**src/hdl/gcm_pkg.sv**
```systemverilog
package gcm_pkg;

  localparam int unsigned MaxCoinsDef = 4;
  localparam int unsigned ValW        = 16;
  localparam int unsigned StockW      = 10;
  localparam int unsigned SlotW       = 2;
  localparam int unsigned CfgIdxW     = 3;
  localparam int unsigned UseW        = 3;

  // register indexes of the configuration port
  localparam logic [CfgIdxW-1:0] CfgCoinsInUse = 3'd0;
  localparam logic [CfgIdxW-1:0] CfgCoinValue0 = 3'd1;

  // action codes of an input item
  localparam logic ActLoad   = 1'b0;
  localparam logic ActChange = 1'b1;

  localparam logic [UseW-1:0] CoinsInUseRst = 3'd4;

  // one candidate slot as seen by the shared compare unit
  typedef struct packed {
    logic [ValW-1:0] value;
    logic            stock_nz;
  } cand_t;

  function automatic logic [ValW-1:0] coin_reset(input int unsigned i);
    logic [ValW-1:0] v;
    unique case (i)
      0:       v = 16'd1;
      1:       v = 16'd2;
      2:       v = 16'd5;
      3:       v = 16'd10;
      default: v = '0;
    endcase
    return v;
  endfunction

endpackage

```
**src/hdl/gcm_pick.sv**
```systemverilog
module gcm_pick (
  input  gcm_pkg::cand_t              cand_i,
  input  logic [gcm_pkg::ValW-1:0]    total_i,
  input  logic [gcm_pkg::ValW-1:0]    amount_i,
  input  logic [gcm_pkg::ValW-1:0]    best_i,
  output logic                        take_o
);

  logic [gcm_pkg::ValW:0] sum;

  // coin must beat the best so far, be in stock and not overshoot
  assign sum    = {1'b0, total_i} + {1'b0, cand_i.value};
  assign take_o = (cand_i.value > best_i) && cand_i.stock_nz && (sum <= {1'b0, amount_i});

endmodule

```
**src/hdl/greedy_change_maker.sv**
```systemverilog
// Load item: taken while idle, no result; ready again the next cycle.
// Change item: a check, then per coin a scan of the n slots in use and a check
// (n = slots in use), one more scan on a failure, then one result per slot in use.
// Input ready only while idle, so a new item is taken only after the last result.
// Reset clears stock, used counts and control; coin values return to 1, 2, 5, 10.
module greedy_change_maker #(
  parameter int unsigned MAX_COINS = gcm_pkg::MaxCoinsDef
) (
  input  logic                          clk_i,
  input  logic                          rst_ni,
  input  logic                          cfg_valid_i,
  output logic                          cfg_ready_o,
  input  logic [gcm_pkg::CfgIdxW-1:0]   cfg_index_i,
  input  logic [gcm_pkg::ValW-1:0]      cfg_data_i,
  input  logic                          in_valid_i,
  output logic                          in_ready_o,
  input  logic                          action_i,
  input  logic [gcm_pkg::SlotW-1:0]     slot_i,
  input  logic [gcm_pkg::StockW-1:0]    stock_value_i,
  input  logic [gcm_pkg::ValW-1:0]      amount_i,
  output logic                          out_valid_o,
  input  logic                          out_ready_i,
  output logic [gcm_pkg::SlotW-1:0]     slot_out_o,
  output logic [gcm_pkg::StockW-1:0]    used_count_o,
  output logic                          success_o,
  output logic                          last_o
);

  localparam int unsigned IdxW = (MAX_COINS > 1) ? $clog2(MAX_COINS) : 1;

  localparam logic [1:0] StIdle  = 2'd0;
  localparam logic [1:0] StCheck = 2'd1;
  localparam logic [1:0] StScan  = 2'd2;
  localparam logic [1:0] StEmit  = 2'd3;

  logic [1:0]                   state_q, state_d;
  logic [gcm_pkg::UseW-1:0]     in_use_q;
  logic [gcm_pkg::ValW-1:0]     value_q [MAX_COINS];
  logic [gcm_pkg::StockW-1:0]   stock_q [MAX_COINS];
  logic [gcm_pkg::StockW-1:0]   used_q  [MAX_COINS];
  logic [gcm_pkg::ValW-1:0]     total_q, amount_q, best_q;
  logic [IdxW-1:0]              pick_q, idx_q;
  logic                         ok_q;

  logic [gcm_pkg::UseW-1:0]     last3;
  logic [IdxW-1:0]              last_idx;
  logic [gcm_pkg::CfgIdxW-1:0]  cfg_off;
  logic                         take;
  logic [gcm_pkg::ValW-1:0]     best_fin;
  logic [IdxW-1:0]              pick_fin;
  gcm_pkg::cand_t               cand;

  // clamp slots in use to 1..MAX_COINS, kept as last index
  always_comb begin
    priority if (in_use_q == '0) begin
      last3 = '0;
    end else if (in_use_q > gcm_pkg::UseW'(MAX_COINS)) begin
      last3 = gcm_pkg::UseW'(MAX_COINS - 1);
    end else begin
      last3 = in_use_q - 3'd1;
    end
  end
  assign last_idx = last3[IdxW-1:0];

  assign cfg_ready_o = 1'b1;
  assign cfg_off     = cfg_index_i - gcm_pkg::CfgCoinValue0;

  assign cand.value    = value_q[idx_q];
  assign cand.stock_nz = (stock_q[idx_q] != '0);

  gcm_pick u_pick (
    .cand_i   (cand),
    .total_i  (total_q),
    .amount_i (amount_q),
    .best_i   (best_q),
    .take_o   (take)
  );

  assign best_fin = take ? cand.value : best_q;
  assign pick_fin = take ? idx_q : pick_q;

  assign in_ready_o   = (state_q == StIdle);
  assign out_valid_o  = (state_q == StEmit);
  assign slot_out_o   = gcm_pkg::SlotW'(idx_q);
  assign used_count_o = used_q[idx_q];
  assign success_o    = ok_q;
  assign last_o       = (idx_q == last_idx);

  always_comb begin
    state_d = state_q;
    unique case (state_q)
      StIdle:  if (in_valid_i && (action_i == gcm_pkg::ActChange)) state_d = StCheck;
      StCheck: state_d = (total_q == amount_q) ? StEmit : StScan;
      StScan:  if (idx_q == last_idx) state_d = (best_fin == '0) ? StEmit : StCheck;
      StEmit:  if (out_ready_i && (idx_q == last_idx)) state_d = StIdle;
      default: state_d = StIdle;
    endcase
  end

  always_ff @(posedge clk_i or negedge rst_ni) begin
    if (!rst_ni) begin
      state_q  <= StIdle;
      in_use_q <= gcm_pkg::CoinsInUseRst;
      for (int i = 0; i < MAX_COINS; i++) begin
        value_q[i] <= gcm_pkg::coin_reset(i);
        stock_q[i] <= '0;
        used_q[i]  <= '0;
      end
      total_q  <= '0;
      ok_q     <= 1'b0;
      idx_q    <= '0;
    end else begin
      state_q <= state_d;

      if (cfg_valid_i) begin
        if (cfg_index_i == gcm_pkg::CfgCoinsInUse) begin
          in_use_q <= cfg_data_i[gcm_pkg::UseW-1:0];
        end else if ((cfg_index_i >= gcm_pkg::CfgCoinValue0) &&
                     (cfg_off < gcm_pkg::CfgIdxW'(MAX_COINS))) begin
          value_q[cfg_off[IdxW-1:0]] <= cfg_data_i;
        end
      end

      unique case (state_q)
        StIdle: begin
          if (in_valid_i) begin
            if (action_i == gcm_pkg::ActChange) begin
              for (int i = 0; i < MAX_COINS; i++) used_q[i] <= '0;
              total_q <= '0;
            end else if ({1'b0, slot_i} < (gcm_pkg::SlotW + 1)'(MAX_COINS)) begin
              stock_q[slot_i[IdxW-1:0]] <= stock_value_i;
            end
          end
        end
        StCheck: begin
          idx_q <= '0;
          if (total_q == amount_q) ok_q <= 1'b1;
        end
        StScan: begin
          if (idx_q == last_idx) begin
            idx_q <= '0;
            if (best_fin == '0) begin
              ok_q <= 1'b0;
            end else begin
              // commit the chosen coin
              total_q           <= total_q + best_fin;
              stock_q[pick_fin] <= stock_q[pick_fin] - gcm_pkg::StockW'(1);
              used_q[pick_fin]  <= used_q[pick_fin] + gcm_pkg::StockW'(1);
            end
          end else begin
            idx_q <= idx_q + IdxW'(1);
          end
        end
        StEmit: begin
          if (out_ready_i && (idx_q != last_idx)) idx_q <= idx_q + IdxW'(1);
        end
        default: ;
      endcase
    end
  end

  // scan scratch registers, no reset needed
  always_ff @(posedge clk_i) begin
    if ((state_q == StIdle) && in_valid_i && (action_i == gcm_pkg::ActChange)) begin
      amount_q <= amount_i;
    end
    if (state_q == StCheck) begin
      best_q <= '0;
      pick_q <= '0;
    end else if (state_q == StScan) begin
      best_q <= best_fin;
      pick_q <= pick_fin;
    end
  end

endmodule

```
**config.mk**
```make
export PLATFORM = sky130hd
export DESIGN_NAME = greedy_change_maker
export DESIGN_NICKNAME = d
export VERILOG_FILES = /design/src/hdl/gcm_pkg.sv /design/src/hdl/gcm_pick.sv /design/src/hdl/greedy_change_maker.sv
export SDC_FILE = /design/constraint.sdc
export NUM_CORES = 1
export LEC_CHECK = 0
export BUFFER_PORTS_ARGS = -buffer_cell sky130_fd_sc_hd__buf_2
export CORE_ASPECT_RATIO = 2
export CORE_MARGIN = 10
export CORE_UTILIZATION = 45
export DETAILED_ROUTE_END_ITERATION = 7
export PLACE_DENSITY = 0.67
export SLEW_MARGIN = 20
export SYNTH_ARGS = -nofsm -noshare
export SYNTH_HDL_FRONTEND = slang
export SYNTH_HIERARCHICAL = 1
export SYNTH_SLANG_ARGS = --single-unit
```
**constraint.sdc**
```tcl
create_clock -name clk_i -period 10.4 [get_ports clk_i]
set_input_delay 2.08 -clock clk_i [delete_from_list [all_inputs] [get_ports clk_i]]
set_output_delay 2.08 -clock clk_i [all_outputs]
set_load 0.05 [all_outputs]
```
==> reports/metrics.csv, run 1 <==
metric,value,unit
R2R Setup Slk,2.17,ns
WL final,34200,um
DRT iter0 DRCs,623,
Post-synth EDFFs,16,
"Async S/R FF share, synth",83.2,%
Crit path required time,10.79,ns
die footprint,35800,um2
share of cells above drive strength 1,27.2,%
"area leader, netlist",dfrtp_1,
Post-Syn Nets,1248,
Core ar.,28000,um2
Yosys top cell area share,31.7,%
Final Slew Violations,0,
clock-pin slew on the worst setup and hold paths,0.06,ns
H-tree depth,1,
Max Root-Sink Buffers,3,
number of placement rows,87,
Max-slew headroom,27.1,%
postcts setup bufs,0,
most frequent cell after synthesis,dfrtp_1,
Critical Path Start Type,flip-flop,
setup violators final,0,
gp weighted congestion,0.955,
design area,14100,um2
PortBufs,68,
Min-Delay Path Class,flip-flop to flip-flop,
hold-fix buffers at CTS,0,
Ys Warns,6,
DR WL/cell,22.2,um
Final Critical Period,8.23,ns
post-cts resize count,0,
synth top area cells,"dfrtp_1 32%, mux2_2 11%, mux4_2 7.1%, ha_1 6.5%, edfxtp_1 3.8%",
Initial Utilization,45.4,%
Final Cycle Share,79.1,%
CP startpoint,slot_out_o[0],
skew final,0.0127,ns
antenna cells,0,
drt first pass iters,5,
crit-path max FO,27,
end of the worst hold path,value_q[6],
chip height,258,um
Synth-to-Final Area Change,10.9,%
fin nets,1292,
synthesized cell area,12700,um2
worst r2r dst,total_q[14],
number of routed nets with antenna violations,0,
largest net degree at the start of global routing,92,
first-pass GRT wire length,55100,um
via density per instance,6.23,
via count,9607,
hold path cells,1,
dominant synthesized flop cell,dfrtp_1,
Max Clock Freq,122,MHz
min-delay src,value_q[6],
Clock Sinks,202,
Worst R2R Start,slot_out_o[0],
post-synth cell types,80,
reg2reg path depth,25,
actual slew at the worst max-slew pin,1.09,ns
RSZ-0062 raised after global routing,no,
total negative setup slack,0,ns
num ports,70,
Final Hold Vio Count,0,
Max Cap Violations,0,
sequential element share of the synthesized area,39.8,%
Die Wd,139,um
GR Util All Layers,18.6,%
Crit Path Category,flip-flop to flip-flop,
placed cell area,13300,um2
initial antenna violation count,0,
post-DP HPWL,24400,um
Skew-Pair Late Insertion Delay,0.52,ns
crit path DAT,8.62,ns
status,finished clean,
flop and latch count out of synthesis,202,
crit path capture type,flip-flop,
CTS tree,built,
static leakage,6.10,nW
placed cells,1503,
pwr dens,318,nW/um2
post-route insts no fill,1541,
# DRC,0,
Post-Syn Instances,1127,
VDD IR max,0.177,mV
GRT Residual Overflow,0,
clk root buf,clkbuf_16,
CTS Buf Count,21,
syn avg cell area,11.3,um2
vias in the first global route,10064,
commonest cells in the netlist,"161 x dfrtp_1, 120 x mux2_2, 66 x ha_1",
[layout make-up]
| class | count | area [um2] |
|---|---|---|
| Clock inverter | 11 | 169 |
| Tap cell | 356 | 445 |
| Inverter | 59 | 221 |
| Multi-Input combinational cell | 807 | 7140 |
| Clock buffer | 26 | 594 |
| Fill cell | 2504 | 13900 |
| Timing Repair Buffer | 80 | 457 |
| Sequential cell | 202 | 5060 |
[registers in the layout (all words and copies together) (netlist names)]
register and count:
success_o 1, slot_out_o 2, used_q 40, value_q 64
best_q 16, state_q 2, total_q 16, stock_q 40
pick_q 2, in_use_q 3, amount_q 16
[critical path, cell delays in order, from the launching register on]
cell and delay (ns):
dfrtp_2 0.79, mux4_2 0.64, ha_1 0.25, inv_1 0.07, fa_1 0.25, nor2b_4 0.06, o31ai_2 0.22, a31oi_1 0.18
o41a_1 0.48, a211o_1 0.29, ha_1 0.29, a21o_1 0.18, a21oi_1 0.12, o21ai_0 0.10, a21oi_1 0.13, o211a_1 0.73
mux2_4 0.38, ha_1 0.22, fa_1 0.44, a211oi_1 0.33, o21bai_1 0.16, a211o_1 0.34, a2111oi_0 0.85, or4_1 0.23
a31oi_1 0.07, mux2_1 0.30
[cells in the final DEF, fill, tap and decap left out, drive strengths merged, types with 33 or more instances in the layout]
cell and n:
a21oi 37, a32o 36, buf 80, dfrtp 161, ha 66, inv 60, mux2 130, mux4 40
nand2 62, nor2 51, o21ai 34, o22ai 33
[power by group]
| part | internal [mW] | switching [mW] |
|---|---|---|
| clock network | 0.506 | 0.332 |
| registers | 0.971 | 0.213 |
| logic | 1.03 | 1.43 |
[how the worst max path moves through the flow]
| stage | end | slack (ns) | cells past startpoint |
|---|---|---|---|
| 6_report | total_q[14] | 2.17 | 25 |
| 3_5_place_dp | total_q[14] | 2.36 | 25 |
| 3_3_place_gp | total_q[14] | 2.49 | 25 |
| 5_1_grt | total_q[14] | 1.65 | 25 |
| 4_1_cts | total_q[14] | 2.31 | 25 |
| 2_1_floorplan | total_q[14] | 2.05 | 31 |
[stage by stage]
step	power [mW]	setup WS [ns]	hold slack [ns]	util, %
global placement	3.56	2.49	0.487	47.5
finish	4.48	2.17	0.504	50.3
detailed placement	3.62	2.36	0.494	47.5
floorplan	3.02	2.05	0.460	-
global route	4.78	1.65	0.525	50.3
CTS	4.48	2.31	0.507	50.2
[layer usage]
layer / part of all wire, % / routed length (um) / GRT usage [%]
met3: 5.2 / 1770 / 2.65
met5: 0 / 0 / 0
met4: 2.4 / 804 / 6.52
met1: 42 / 14300 / 23.1
met2: 51 / 17300 / 32.1
[cells by family after synthesis]
group | count (synthesis) | synth area share (%)
compound gates | 252 | 14.9
xor+xnor | 53 | 3.65
fa+ha+maj | 68 | 6.82
buf+inv | 118 | 4.25
flops | 202 | 39.8
mux | 195 | 20.9
other cells | 1 | 0.0295
simple gates | 238 | 9.70
Power figures use the tool's default switching activity.
==> run 2, diff against run 1 <==
Settings changed: ABC_AREA from default to 1, PLACE_DENSITY 0.67 to 0.69.
Clock period 10.4 ns to 7 ns, I/O delays scaled along.
==> run 2 against run 1 <==
Net effect: clock skew is 0.0029 ns higher; routed wire length is 24% higher; sequential share of layout area is 0.62 points lower; hold slack worse by 0.020 ns; non-clock buffer count is 20 higher; utilization is 0.29 points higher; critical path depth is 6 higher; final cell count is 45% higher; die area is 1.6% higher; via count is 28% higher; critical endpoint is now total_q[12]; highest routed layer unchanged.
==> reports/metrics.csv, run 2 <==
metric,value,unit,change
status,finished clean,,unchanged
initial antenna violation count,0,,unchanged
number of routed nets with antenna violations,0,,unchanged
Clock Sinks,202,,unchanged
GR Util All Layers,22.9,%,was 18.6%
Initial Utilization,45.7,%,was 45.4%
Die Wd,140,um,was 139 um
Post-Syn Nets,1918,,was 1248
CTS Buf Count,20,,was 21
Critical Path Start Type,flip-flop,,unchanged
WL final,42400,um,was 34200 um
setup ws final,0.592,ns,was 2.17 ns
Biggest register,value_q,,unchanged
die footprint,36300,um2,was 35800 um2
total negative setup slack,0,ns,unchanged
sequential element share of the synthesized area,39.1,%,was 39.8%
post-DP HPWL,32600,um,was 24400 um
first-pass GRT wire length,67000,um,was 55100 um
"Async S/R FF share, synth",83.2,%,unchanged
Min-Delay Path Class,flip-flop to flip-flop,,unchanged
"area leader, netlist",dfrtp_1,,unchanged
setup violators final,0,,unchanged
Crit path required time,7.44,ns,was 10.79 ns
DR WL/cell,19.0,um,was 22.2 um
Max Root-Sink Buffers,3,,unchanged
Synth-to-Final Area Change,10.8,%,was 10.9%
actual slew at the worst max-slew pin,0.988,ns,was 1.09 ns
skew final,0.0155,ns,was 0.0127 ns
most frequent cell after synthesis,nand2_1,,was dfrtp_1
Critical Path Most Common Cell,nand2_1,,was ha_1
mux contribution to synthesized area,0,%,was 20.9%
RSZ-0062 raised after global routing,no,,unchanged
"most common cell after layout, fill and taps aside",nand2_1,,was dfrtp_1
Skew-Pair Late Insertion Delay,0.52,ns,about the same
Crit Path Category,flip-flop to flip-flop,,unchanged
Ys Warns,6,,unchanged
Max Clock Freq,156,MHz,was 122 MHz
Final Critical Period,6.41,ns,was 8.23 ns
Final Slew Violations,0,,unchanged
CTS tree,built,,unchanged
Max Cap Violations,0,,unchanged
share of cells above drive strength 1,10.3,%,was 27.2%
slowest CP cell,dfrtp_2,,was a2111oi_0
# DRC,0,,unchanged
H-tree depth,1,,unchanged
number of placement rows,87,,unchanged
crit path capture type,flip-flop,,unchanged
fin nets,1988,,was 1292
via count,12326,,was 9607
clock-pin slew on the worst setup and hold paths,0.07,ns,was 0.06 ns
clk root buf,clkbuf_16,,unchanged
simple-gate area share of the yosys netlist,30.3,%,was 9.70%
dominant synthesized flop cell,dfrtp_1,,unchanged
Final Cycle Share,91.5,%,was 79.1%
largest registers,"value_q: 64 flops, stock_q: 40 flops, used_q: 40 flops",,unchanged
GRT Residual Overflow,0,,unchanged
Core ar.,28300,um2,was 28000 um2
post-synthesis xor/xnor area fraction,2.98,%,was 3.65%
syn avg cell area,7.20,um2,was 11.3 um2
Yosys top cell area share,31.2,%,was 31.7%
Post-Syn Instances,1797,,was 1127
largest net degree at the start of global routing,99,,was 92
antenna cells,0,,unchanged
gp weighted congestion,0.983,,was 0.955
num ports,70,,unchanged
via density per instance,5.51,,was 6.23
largest family of logic cells by synthesized area,simple AND/OR/NAND/NOR gates,,was multiplexers
post-synth cell types,56,,was 80
compound-cell area share of the yosys netlist,13.4,%,was 14.9%
area share of fa/ha/maj cells after synthesis,6.70,%,was 6.82%
vias in the first global route,12531,,was 10064
crit path DAT,6.85,ns,was 8.62 ns
PortBufs,68,,unchanged
Post-synth EDFFs,16,,unchanged
synthesized cell area,12900,um2,was 12700 um2
drt first pass iters,5,,unchanged
max reg flops,64,,unchanged
crit-path max FO,26,,was 27
synth top area cells,"dfrtp_1 31%, nand2_1 18%, o21ai_0 7.4%, ha_1 6.4%, inv_1 5.1%",,"was dfrtp_1 32%, mux2_2 11%, mux4_2 7.1%, ha_1 6.5%, edfxtp_1 3.8%"
chip height,260,um,was 258 um
R2R Setup Slk,0.59,ns,was 2.17 ns
Final Hold Vio Count,0,,unchanged
DRT iter0 DRCs,807,,was 623
"Largest stage delay, worst path",0.56,ns,was 0.85 ns
Max-slew headroom,34.1,%,was 27.1%
flop and latch count out of synthesis,202,,unchanged
postcts setup bufs,0,,unchanged
commonest cells in the netlist,"615 x nand2_1, 190 x o21ai_0, 174 x inv_1",,"was 161 x dfrtp_1, 120 x mux2_2, 66 x ha_1"
Post-Place Worst Slack,0.426,ns,was 2.36 ns
most frequent cells in the layout,"614 x nand2_1, 189 x o21ai_0, 174 x inv_1",,"was 159 x dfrtp_1, 120 x mux2_2, 67 x buf_2"
run 2: cell count changes after synthesis, moves of 70 or more:
cell,change
inv_1,+115
mux2_2,-120
nand2_1,+553
nand3_1,+103
nor2_1,+70
o21ai_0,+161
run 2: critical path: cells and delay by family (launching register included):
| kind | cells | cell delay, ns |
|---|---|---|
| adder cells (fa/ha/maj) | 4 | 1.22 |
| XOR/XNOR | 1 | 0.17 |
| buffers and inverters | 4 | 0.91 |
| AND/OR/NAND/NOR | 13 | 1.35 |
| flip-flops | 1 | 0.56 |
| AO/OA/AOI/OAI | 9 | 2.08 |
run 2: metal layers:
| metal | up-vias | global-route usage [%] | wire, um |
|---|---|---|---|
| met3 | 168 | 2.54 | 1690 |
| met5 | - | 0 | 0 |
| li1 | 5989 | - | - |
| met1 | 5764 | 22.1 | 14400 |
| met4 | 0 | 17.2 | 3400 |
| met2 | 405 | 43.3 | 22900 |
run 2: stage by stage:
stage / std cells / util [%] / hold WS (ns) / cell area [um2]
final: 2237 / 50.6 / 0.483 / 14300
after global routing: 2237 / 50.6 / 0.507 / 14300
after CTS: 2237 / 50.6 / 0.485 / 14300
after detailed placement: 2201 / 48.4 / 0.469 / 13700
after global placement: 2201 / 48.4 / 0.460 / 13700
after floorplan: 1797 / - / 0.445 / 12900
run 2: area by class of cell:
type | instances | area (um2)
Clock inverter | 7 | 52.6
Timing Repair Buffer | 100 | 599
Fill cell | 2856 | 14000
Tap cell | 356 | 445
Inverter | 180 | 678
Multi-Input combinational cell | 1363 | 6930
Clock buffer | 29 | 574
Sequential cell | 202 | 5050
run 2: final timing paths:
path | start | to | cells after the start
worst max-delay path | slot_out_o[0] | total_q[12] | 31
worst min-delay path | success_o | success_o | 2
worst max register to register | slot_out_o[0] | total_q[12] | 31
worst min register to register | success_o | success_o | 2
max in group asynchronous | rst_ni | value_q[19] | 2
min in group asynchronous | rst_ni | used_q[3] | 1
run 2: logic make-up (layout without fill, tap and decap cells):
kind of cell / count (synthesis) / count (layout)
buffers and inverters: 232 / 316
AND/OR/NAND/NOR: 936 / 936
flip-flops: 202 / 202
other: 1 / 1
AO/OA/AOI/OAI: 314 / 314
adder cells (fa/ha/maj): 68 / 68
XOR/XNOR: 44 / 44
run 2: what timing repair did:
item / CTS / global route
endpoints found under the setup margin: 0 / 21
resized for setup: 0 / 4
hold buffers: 0 / 0
Power of run 2 is not shown: default switching activity piles up to over one toggle a cycle in this logic, so the estimate is an artifact.
==> run 3, diff against run 2 <==
Settings changed: PLACE_DENSITY 0.69 to default, PLACE_DENSITY_LB_ADDON from default to 0.25, RECOVER_POWER from default to 50.
==> run 3 against run 2 <==
Net effect: the flow now finishes with violations (capacitance limit, slew limit); clock skew up 0.0060 ns; die area is the same; flip-flop and latch count stayed put; first-iteration DRC count is 22% higher; setup slack lost 0.058 ns; register-to-register slack got worse by 0.06 ns.
==> reports/metrics.csv, run 3 (synthesized netlist as in run 2, its figures left out) <==
metric,value,unit,change
die footprint,36300,um2,unchanged
worst r2r dst,total_q[11],,was total_q[12]
Final Hold Vio Count,0,,unchanged
Biggest register,value_q,,unchanged
GRT met2 Usage,42.1,%,was 43.3%
GRT busiest layer,met2,,unchanged
total negative setup slack,0,ns,unchanged
Skew-Pair Late Insertion Delay,0.53,ns,was 0.52 ns
Synth-to-Final Area Change,10.8,%,about the same
chip height,260,um,unchanged
Clock Sinks,202,,unchanged
GRT met3 Usage,2.61,%,was 2.54%
skew final,0.0216,ns,was 0.0155 ns
met1 usage,21.9,%,was 22.1%
clock-pin slew on the worst setup and hold paths,0.07,ns,about the same
Max Clock Freq,155,MHz,was 156 MHz
min-delay src,used_q[18],,was success_o
Worst R2R Start,slot_out_o[0],,unchanged
failing checks,"capacitance limit, slew limit",,
R2R Setup Slk,0.53,ns,was 0.59 ns
number of routed nets with antenna violations,0,,unchanged
drt first pass iters,6,,was 5
"Largest stage delay, worst path",0.72,ns,was 0.56 ns
Crit path required time,7.47,ns,was 7.44 ns
actual slew at the worst max-slew pin,2.96,ns,was 0.988 ns
Max Cap Violations,3,,was 0
Critical Path Start Type,flip-flop,,unchanged
largest net degree at the start of global routing,74,,was 99
fin nets,1984,,was 1988
Die Wd,140,um,unchanged
clk root buf,clkbuf_16,,unchanged
Final Slew Violations,154,,was 0
CTS Buf Count,22,,was 20
largest registers,"value_q: 64 flops, stock_q: 40 flops, used_q: 40 flops",,unchanged
# DRC,0,,unchanged
H-tree depth,1,,unchanged
via density per instance,5.53,,was 5.51
end of the worst hold path,used_q[18],,was success_o
most frequent cells in the layout,"615 x nand2_1, 187 x o21ai_0, 174 x inv_1",,"was 614 x nand2_1, 189 x o21ai_0, 174 x inv_1"
Critical Path Most Common Cell,nand2_1,,unchanged
WL final,42000,um,was 42400 um
status,"finished, violations left",,was finished clean
Core ar.,28300,um2,unchanged
vias in the first global route,12505,,was 12531
gp weighted congestion,0.978,,was 0.983
DRT iter0 DRCs,987,,was 807
Final Cycle Share,92.4,%,was 91.5%
post-DP HPWL,31600,um,was 32600 um
share of cells above drive strength 1,9.47,%,was 10.3%
via count,12353,,was 12326
antenna cells,0,,unchanged
initial antenna violation count,0,,unchanged
DR WL/cell,18.8,um,was 19.0 um
reg2reg path depth,33,,was 31
Min-Delay Path Class,flip-flop to flip-flop,,unchanged
Initial Utilization,45.7,%,unchanged
setup violators final,0,,unchanged
crit path DAT,6.93,ns,was 6.85 ns
hold path cells,2,,unchanged
Final Critical Period,6.47,ns,was 6.41 ns
crit path capture type,flip-flop,,unchanged
RSZ-0062 raised after global routing,no,,unchanged
slowest CP cell,o21ai_0,,was dfrtp_2
number of placement rows,87,,unchanged
Max Root-Sink Buffers,3,,unchanged
Crit Path Category,flip-flop to flip-flop,,unchanged
max reg flops,64,,unchanged
first-pass GRT wire length,66000,um,was 67000 um
postcts setup bufs,0,,unchanged
num ports,70,,unchanged
PortBufs,68,,unchanged
GRT Residual Overflow,0,,unchanged
Max-slew headroom,-97.6,%,was 34.1%
CTS tree,built,,unchanged
crit-path max FO,24,,was 26
Layout Utilization,50.6,%,about the same
GR Util All Layers,22.6,%,was 22.9%
"most common cell after layout, fill and taps aside",nand2_1,,unchanged
hold-fix buffers at CTS,0,,unchanged
[run 3: cell count changes in the layout (fill, tap and decap cells not counted), sizes merged]
| cell | before | now |
|---|---|---|
| buf | 100 | 85 |
| dlymetal6s4s | 0 | 1 |
| clkinvlp | 1 | 0 |
| clkinv | 7 | 6 |
| bufinv | 0 | 2 |
| clkbuf | 29 | 41 |
[run 3: critical path, delay by kind of cell, from the launching register on]
kind,cells,cell delay [ns]
AOI/OAI and AO/OA,5,1.89
and+or+nand+nor,19,1.72
DFF,1,0.62
buffers and inverters,5,0.93
adders and majority gates,3,0.94
xor gates and xnor gates,1,0.27
[run 3: timing repair]
item,in CTS,in global routing
endpoints found under the hold margin,0,0
endpoints found under the setup margin,0,1
gates resized for setup,0,3
[run 3: worst max path at each step]
| stage | to | from | depth (start not counted) | slack [ns] |
|---|---|---|---|---|
| after floorplan | total_q[12] | slot_out_o[1] | 38 | 1.44 |
| after global placement | total_q[11] | slot_out_o[0] | 38 | 0.72 |
| after detailed placement | total_q[11] | slot_out_o[0] | 36 | 0.64 |
| after CTS | total_q[11] | slot_out_o[0] | 36 | 0.61 |
| after global routing | total_q[11] | slot_out_o[0] | 33 | 0.03 |
| final | total_q[11] | slot_out_o[0] | 33 | 0.53 |
[run 3: per-stage QoR]
stage	hold slack, ns	area, um2	cells	worst slack (ns)
floorplan	0.445	12900	1797	1.44
global placement	0.462	13600	2194	0.722
detailed placement	0.474	13600	2194	0.644
CTS	0.489	14300	2234	0.607
global route	0.513	14300	2235	0.0310
finish	0.485	14300	2235	0.533
[run 3: cell type report]
type                            instances  area (um2)
Tap cell                              356         445
Sequential cell                       202        5050
Fill cell                            2908       14000
Clock buffer                           33         602
Timing Repair Buffer                   94         533
Multi-Input combinational cell       1363        6930
Inverter                              180         676
Clock inverter                          7        96.3
[run 3: routing by layer]
| layer | share of wire (%) | wire length [um] |
|---|---|---|
| met5 | 0 | 0 |
| met4 | 8.4 | 3510 |
| met3 | 4.1 | 1720 |
| met2 | 53 | 22200 |
| met1 | 35 | 14500 |
Power of run 3 is left out for the same reason.
